[src/sv/crc32c_pkg.sv]
// ----------------------------------------------------------------------------
// crc32c_pkg
// Shared types, constants and the byte-wide CRC-32C update for the checksum
// block.
// ----------------------------------------------------------------------------
package crc32c_pkg;

  localparam int unsigned POS_W = 13;

  // reflected castagnoli polynomial
  localparam logic [31:0] CRC_POLY = 32'h82F63B78;
  localparam logic [POS_W-1:0] MAX_BLOCK_BYTES = 13'd4096;
  localparam logic [POS_W-1:0] POS_MAX = 13'd8191;
  localparam logic [POS_W-1:0] FIELD_BYTES = 13'd4;

  typedef enum logic [1:0] {
    REG_SEED_VALUE   = 2'd0,
    REG_BLOCK_MODE   = 2'd1,
    REG_FIELD_OFFSET = 2'd2,
    REG_BLOCK_SIZE   = 2'd3
  } reg_index_t;

  typedef struct packed {
    logic [31:0]      seed_value;
    logic             block_mode;
    logic [11:0]      field_offset;
    logic [POS_W-1:0] block_size;
  } cfg_t;

  // one classified byte on its way to the crc engine
  typedef struct packed {
    logic [7:0]  data;
    logic        counts;
    logic        first;
    logic        last;
    logic [31:0] start;
  } entry_t;

  typedef struct packed {
    logic full;
    logic empty;
  } q_status_t;

  function automatic logic [31:0] crc_byte(input logic [31:0] crc, input logic [7:0] b);
    logic [31:0] c;
    c = crc ^ {24'd0, b};
    for (int k = 0; k < 8; k++) begin
      c = c[0] ? ((c >> 1) ^ CRC_POLY) : (c >> 1);
    end
    return c;
  endfunction

endpackage

[src/sv/crc32c_front.sv]
// ----------------------------------------------------------------------------
// crc32c_front
// Accepts message bytes, tracks the byte position and classifies each byte:
// start value, zeroed checksum field, bytes past the block size.
// ----------------------------------------------------------------------------
module crc32c_front
  import crc32c_pkg::*;
(
  input  logic       clk,
  input  logic       rst,
  input  cfg_t       cfg,
  input  logic       accept,
  input  logic [7:0] data_byte,
  input  logic       last_byte,
  output entry_t     entry
);

  logic             in_message;
  logic [POS_W-1:0] byte_position;
  logic [POS_W-1:0] eff_size;
  logic [POS_W-1:0] field_lo;
  logic [POS_W-1:0] field_hi;
  logic             field_fits;
  logic             in_field;
  logic             in_block;

  always_comb begin
    eff_size   = (cfg.block_size > MAX_BLOCK_BYTES) ? MAX_BLOCK_BYTES : cfg.block_size;
    field_lo   = {1'b0, cfg.field_offset};
    field_hi   = field_lo + FIELD_BYTES;
    field_fits = (field_hi <= eff_size);
    in_field   = field_fits && (byte_position >= field_lo) && (byte_position < field_hi);
    in_block   = (byte_position < eff_size);

    entry.first  = !in_message;
    entry.last   = last_byte;
    entry.start  = cfg.block_mode ? 32'hFFFFFFFF : ~cfg.seed_value;
    entry.counts = !cfg.block_mode || in_block;
    entry.data   = (cfg.block_mode && in_field) ? 8'd0 : data_byte;
  end

  always_ff @(posedge clk) begin
    if (rst) begin
      in_message    <= 1'b0;
      byte_position <= '0;
    end else if (accept) begin
      if (last_byte) begin
        in_message    <= 1'b0;
        byte_position <= '0;
      end else begin
        in_message <= 1'b1;
        if (byte_position < POS_MAX) begin
          byte_position <= byte_position + 1'b1;
        end
      end
    end
  end

endmodule

[src/sv/crc32c_queue.sv]
// ----------------------------------------------------------------------------
// crc32c_queue
// Two-entry queue between the classifying front and the crc engine.
// ----------------------------------------------------------------------------
module crc32c_queue
  import crc32c_pkg::*;
(
  input  logic      clk,
  input  logic      rst,
  input  logic      wr,
  input  entry_t    wr_entry,
  input  logic      rd,
  output entry_t    rd_entry,
  output q_status_t status
);

  entry_t     slots [2];
  logic       wr_ptr;
  logic       rd_ptr;
  logic [1:0] count;

  assign status.full  = (count == 2'd2);
  assign status.empty = (count == 2'd0);
  assign rd_entry     = slots[rd_ptr];

  always_ff @(posedge clk) begin
    if (wr) begin
      slots[wr_ptr] <= wr_entry;
    end
  end

  always_ff @(posedge clk) begin
    if (rst) begin
      wr_ptr <= 1'b0;
      rd_ptr <= 1'b0;
      count  <= 2'd0;
    end else begin
      if (wr) begin
        wr_ptr <= ~wr_ptr;
      end
      if (rd) begin
        rd_ptr <= ~rd_ptr;
      end
      case ({wr, rd})
        2'b10:   count <= count + 2'd1;
        2'b01:   count <= count - 2'd1;
        default: count <= count;
      endcase
    end
  end

endmodule

[src/sv/crc32c_back.sv]
// ----------------------------------------------------------------------------
// crc32c_back
// Crc engine: one byte update per cycle unless a last byte waits for a pop,
// final inversion into the result register at the end of a message.
// ----------------------------------------------------------------------------
module crc32c_back
  import crc32c_pkg::*;
(
  input  logic        clk,
  input  logic        rst,
  input  logic        q_empty,
  input  entry_t      q_entry,
  output logic        q_rd,
  input  logic        pop,
  output logic        empty,
  output logic [31:0] crc_value,
  output logic        emit
);

  logic [31:0] running_crc;
  logic [31:0] crc_cur;
  logic [31:0] crc_next;
  logic        out_valid;

  assign empty = !out_valid;

  // a last byte needs room in the result register, which a pop frees at once
  assign q_rd = !q_empty && (!q_entry.last || !out_valid || pop);
  assign emit = q_rd && q_entry.last;

  always_comb begin
    crc_cur  = q_entry.first ? q_entry.start : running_crc;
    crc_next = q_entry.counts ? crc_byte(crc_cur, q_entry.data) : crc_cur;
  end

  always_ff @(posedge clk) begin
    if (q_rd) begin
      running_crc <= crc_next;
    end
    if (emit) begin
      crc_value <= ~crc_next;
    end
  end

  always_ff @(posedge clk) begin
    if (rst) begin
      out_valid <= 1'b0;
    end else if (emit) begin
      out_valid <= 1'b1;
    end else if (pop) begin
      out_valid <= 1'b0;
    end
  end

endmodule

[src/sv/crc32c_block_checksum.sv]
// ----------------------------------------------------------------------------
// crc32c_block_checksum
// CRC-32C over a byte stream, one result per message, with plain seeded mode
// and block mode (checksum field zeroed, bytes past the block size ignored).
// ----------------------------------------------------------------------------
//  channel   handshake        payload
//  input     push / full      data_byte, last_byte
//  result    empty / pop      crc_value
//  config    wr_en            wr_index, wr_data
//
//  one byte per cycle sustained; the byte-wide crc update in the back end
//  sets that figure. a result reaches the ports through the queue and the
//  result register. reset empties the queue and the result register and
//  clears the position counter. a stalled result holds the back end only at
//  the next last byte; the two-entry queue then fills and raises full.
// ----------------------------------------------------------------------------
module crc32c_block_checksum
  import crc32c_pkg::*;
(
  input  logic        clk,
  input  logic        rst,
  input  logic        push,
  output logic        full,
  input  logic [7:0]  data_byte,
  input  logic        last_byte,
  output logic        empty,
  input  logic        pop,
  output logic [31:0] crc_value,
  input  logic        wr_en,
  input  logic [1:0]  wr_index,
  input  logic [31:0] wr_data
);

  cfg_t      cfg;
  entry_t    f_entry;
  entry_t    q_entry;
  q_status_t q_status;
  logic      accept;
  logic      q_rd;
  logic      emit;

  assign full   = q_status.full;
  assign accept = push && !q_status.full;

  always_ff @(posedge clk) begin
    if (rst) begin
      cfg.seed_value   <= 32'd0;
      cfg.block_mode   <= 1'b0;
      cfg.field_offset <= 12'd0;
      cfg.block_size   <= MAX_BLOCK_BYTES;
    end else if (wr_en) begin
      case (reg_index_t'(wr_index))
        REG_SEED_VALUE:   cfg.seed_value   <= wr_data;
        REG_BLOCK_MODE:   cfg.block_mode   <= wr_data[0];
        REG_FIELD_OFFSET: cfg.field_offset <= wr_data[11:0];
        REG_BLOCK_SIZE:   cfg.block_size   <= wr_data[POS_W-1:0];
        default:          cfg <= cfg;
      endcase
    end
  end

  crc32c_front u_front (
    .clk       (clk),
    .rst       (rst),
    .cfg       (cfg),
    .accept    (accept),
    .data_byte (data_byte),
    .last_byte (last_byte),
    .entry     (f_entry)
  );

  crc32c_queue u_queue (
    .clk      (clk),
    .rst      (rst),
    .wr       (accept),
    .wr_entry (f_entry),
    .rd       (q_rd),
    .rd_entry (q_entry),
    .status   (q_status)
  );

  crc32c_back u_back (
    .clk       (clk),
    .rst       (rst),
    .q_empty   (q_status.empty),
    .q_entry   (q_entry),
    .q_rd      (q_rd),
    .pop       (pop),
    .empty     (empty),
    .crc_value (crc_value),
    .emit      (emit)
  );

  a_queue_status: assert property (@(posedge clk) disable iff (rst)
    !(q_status.full && q_status.empty))
    else $error("queue reports full and empty together");

  a_emit_shows: assert property (@(posedge clk) disable iff (rst)
    emit |=> !empty)
    else $error("finished transaction not shown on result port");

  a_pop_clears: assert property (@(posedge clk) disable iff (rst)
    (pop && !empty && !emit) |=> empty)
    else $error("result still shown after pop");

  a_no_read_empty: assert property (@(posedge clk) disable iff (rst)
    q_status.empty |-> !q_rd)
    else $error("crc engine read an empty queue");

endmodule

[config.mk]
export PLATFORM = sky130hd
export DESIGN_NAME = crc32c_block_checksum
export DESIGN_NICKNAME = d
export VERILOG_FILES = /design/src/sv/crc32c_pkg.sv /design/src/sv/crc32c_front.sv /design/src/sv/crc32c_queue.sv /design/src/sv/crc32c_back.sv /design/src/sv/crc32c_block_checksum.sv
export SDC_FILE = /design/constraint.sdc
export NUM_CORES = 1
export LEC_CHECK = 0
export BUFFER_PORTS_ARGS = -buffer_cell sky130_fd_sc_hd__buf_2
export CORE_UTILIZATION = 63
export DETAILED_ROUTE_END_ITERATION = 6
export PLACE_DENSITY = 0.83
export SYNTH_ARGS = -nofsm -noshare
export SYNTH_HDL_FRONTEND = slang
export SYNTH_SLANG_ARGS = --single-unit
[constraint.sdc]
create_clock -name clk -period 8.5 [get_ports clk]
set_clock_uncertainty 0.1 [all_clocks]
set_input_delay 1.275 -clock clk [delete_from_list [all_inputs] [get_ports clk]]
set_output_delay 1.275 -clock clk [all_outputs]
set_load 0.02 [all_outputs]
==> results.md <==
- Via/cell ratio: around 5.7
- Via count: 7873
- Top Layer Used: met4
- Worst-path fanout max: 8
- Slew Viols, Final: 0
- Top Ports: 82
- CTS tree: built
- Commonest non-fill, non-tap cell in the layout: nand2_1
- Failing checks: design-rule violations
- WL met1: between 10000 and 15000 um
- Synth Cell Area: 11670 um^2
- Slew margin rel.: between 20% and 30%
- Reg clk slew, reported paths: 60 ps
- Syn Area/Cell: roughly 11 um^2
- Pwr Total: 5.596 mW
- Max clock buf depth: 3
- Area of the core: roughly 18000 um^2
- CTS H-tree depth: 1
- Final setup violation count: 0
- Initial antenna violation count: 0
- Area share of the largest cell type after synthesis: 38.60%
- Root Buffer Master: clkbuf_16
- Crit. End Element: flip-flop
- Final ANT Viol Nets: 0
- RSZ-0062 raised after global routing: false
- Grt total ovfl: 0
- Post-synth EDFFs: 150
- Starting Density: 64.52%
- Setup TNS: 0 ps
- Outcome: complete, but fails checks
- Gate Count Post-Synth: 1067
- Drt pass-1 iters: 7
- Cell row count: 49
- Max Cap Viol: 0
- Required time of the worst setup path: 8620 ps
- Met3 wire length: 1775 um
- Die X: 138.1 um
- DPL Wire Length: 17210 um
- Part of the Yosys area used for sequential elements: 51.98%
- Met2 WL post-DR: 11720 um
- Post-CTS Repair Setup Buffers: 0
- DRT iter0 DRCs: 626
- Period Utilization, post-route: between 40 and 50%
- Count of cell types in the netlist: 58
- Worst slew pin tran: between 1000 and 1500 ps
- Largest net degree at the start of global routing: 67
- Final hold vios: 0
- Power per cell area: 429.9 nW/um^2
- DRC Markers: 8
- Area leader, netlist: edfxtp_1
- Worst skew pair latency: 520 ps
- Fraction of registers with async set/reset: 0%
- Vias in the first global route: 7530
- All-Layer GR Usage: 26.54%
- Most frequent cells in the layout: 158 x nand2_1, 150 x edfxtp_1, 104 x a21oi_1
- Buffers added on ports: approximately 80
- Synth Flop Type: edfxtp_1
- Wirelength, routed: 24690 um
- Die area: roughly 19000 um^2
- Largest cells by area after synthesis: edfxtp_1 39%, dfxtp_1 13%, ha_1 5.5%
- Resize count post-CTS: 0
- Leak: 4.788 nW
- Critical path class: reg2reg
- VDD IR-drop max: 0.0002266 V
- GPL Wtd Cong: between 0.9 and 1
- Syn nets: around 1200
- Max Fclk: 0.2719 GHz
- CTS Buf Count: 24
- Critical path arrival: between 3000 and 4000 ps
- Total Nets Final: 1238
- CTS sink cnt: 228
- Share of cells above drive strength 1: 14.52%
- Hold Path Class: reg2reg
- Post-synthesis register bit count: 228
- Area added between synthesis and finish: 11.56%
- Post-DR wirelength/cell: 17.81 um
- ANT cells: 0
- Cts hold-fix bufs: 0
- Die H: between 100 and 150 um
- First-pass GRT wire length: 39740 um
- Synth warnings: 0
- CP Launch Type: flip-flop
- Post-route minimum period: 3678 ps
-- power by group --
| group | internal [mW] | switching, mW | leakage [nW] | total [mW] |
|---|---|---|---|---|
| clock | 0.534 | 0.438 | 0.347 | 0.971 |
| sequential | 1.75 | 0.137 | 1.90 | 1.89 |
| combinational | 1.22 | 1.52 | 2.54 | 2.74 |
| total | 3.50 | 2.09 | 4.79 | 5.60 |
-- worst max-delay path: stages, from the launching register on --
cell,delay (ps)
dfxtp_1,410
inv_1,80
nor3_1,290
and3_1,260
nand2_1,80
nor4_1,240
xnor2_1,140
ha_1,290
nand2_1,80
nor4_1,440
nor3_1,100
a21oi_1,640
a31oi_1,220
-- path summary, 6_finish.rpt --
check / cells past startpoint / end / slack, ps / startpoint
setup / recovery: 12 / u_queue.slots[0][37] / 4820 / cfg[17]
hold / removal: 2 / cfg[51] / 350 / cfg[51]
setup reg to reg: 12 / u_queue.slots[0][37] / 4820 / cfg[17]
hold reg to reg: 2 / cfg[51] / 350 / cfg[51]
-- registers in the layout, summed over array words and instances (netlist names), named ones only --
register and cells:
u_queue.slots 86, cfg 58, u_back.crc_value 32, u_back.running_crc 32, u_front.byte_position 13, u_queue.count 2
u_back.out_valid 1, u_front.in_message 1, u_queue.rd_ptr 1, u_queue.wr_ptr 1
-- cells by family after synthesis --
group	share of synthesized area, %
xor gates and xnor gates	11.03
DFF	51.98
buffers and inverters	3.463
muxes	6.348
AOI/OAI and AO/OA	9.543
adders and majority gates	5.469
and+or+nand+nor	12.16
-- cell type report --
| class | instances | area [um^2] |
|---|---|---|
| Inverter | 58 | 217.7 |
| Multi-Input combinational cell | 738 | 5244 |
| Sequential cell | 228 | 6070 |
| Tap cell | 229 | 286.5 |
| Timing Repair Buffer | 89 | 465.4 |
| Fill cell | 1233 | 5069 |
| Clock inverter | 16 | 108.9 |
| Clock buffer | 28 | 625.6 |
-- metal layers --
metal / up-vias / GRT usage, %
met5: - / 0
met4: 0 / 7.510
met3: 41 / 4.295
met2: 290 / 43.74
met1: 3701 / 36.60
li1: 3841 / -
-- per-stage QoR --
stage	std cells	hold WS [ps]	setup slack (ps)	instance area (um^2)	util, %
CTS	1386	355.9	4906	13020	71.98
finish	1386	354.3	4822	13020	71.98
floorplan	1067	336.6	4593	11670	-
detailed placement	1342	347.4	4928	12280	67.91
global route	1386	376.3	4483	13020	71.98
global placement	1342	342.3	5039	12280	67.91
-- synthesized netlist by cell type, drive strengths merged, types with 6 or more instances --
cell,count
a21o,15
a21oi,104
a31oi,8
buf,9
clkbuf,34
dfxtp,78
edfxtp,150
ha,51
inv,58
mux2i,59
nand2,158
nand2b,41
nand3,11
nand4,10
nor2,61
nor2b,7
nor3,6
o21a,27
o21ai,23
xnor2,80
xnor3,8
xor2,26
No activity file was read; power rests on OpenSTA's default activity.
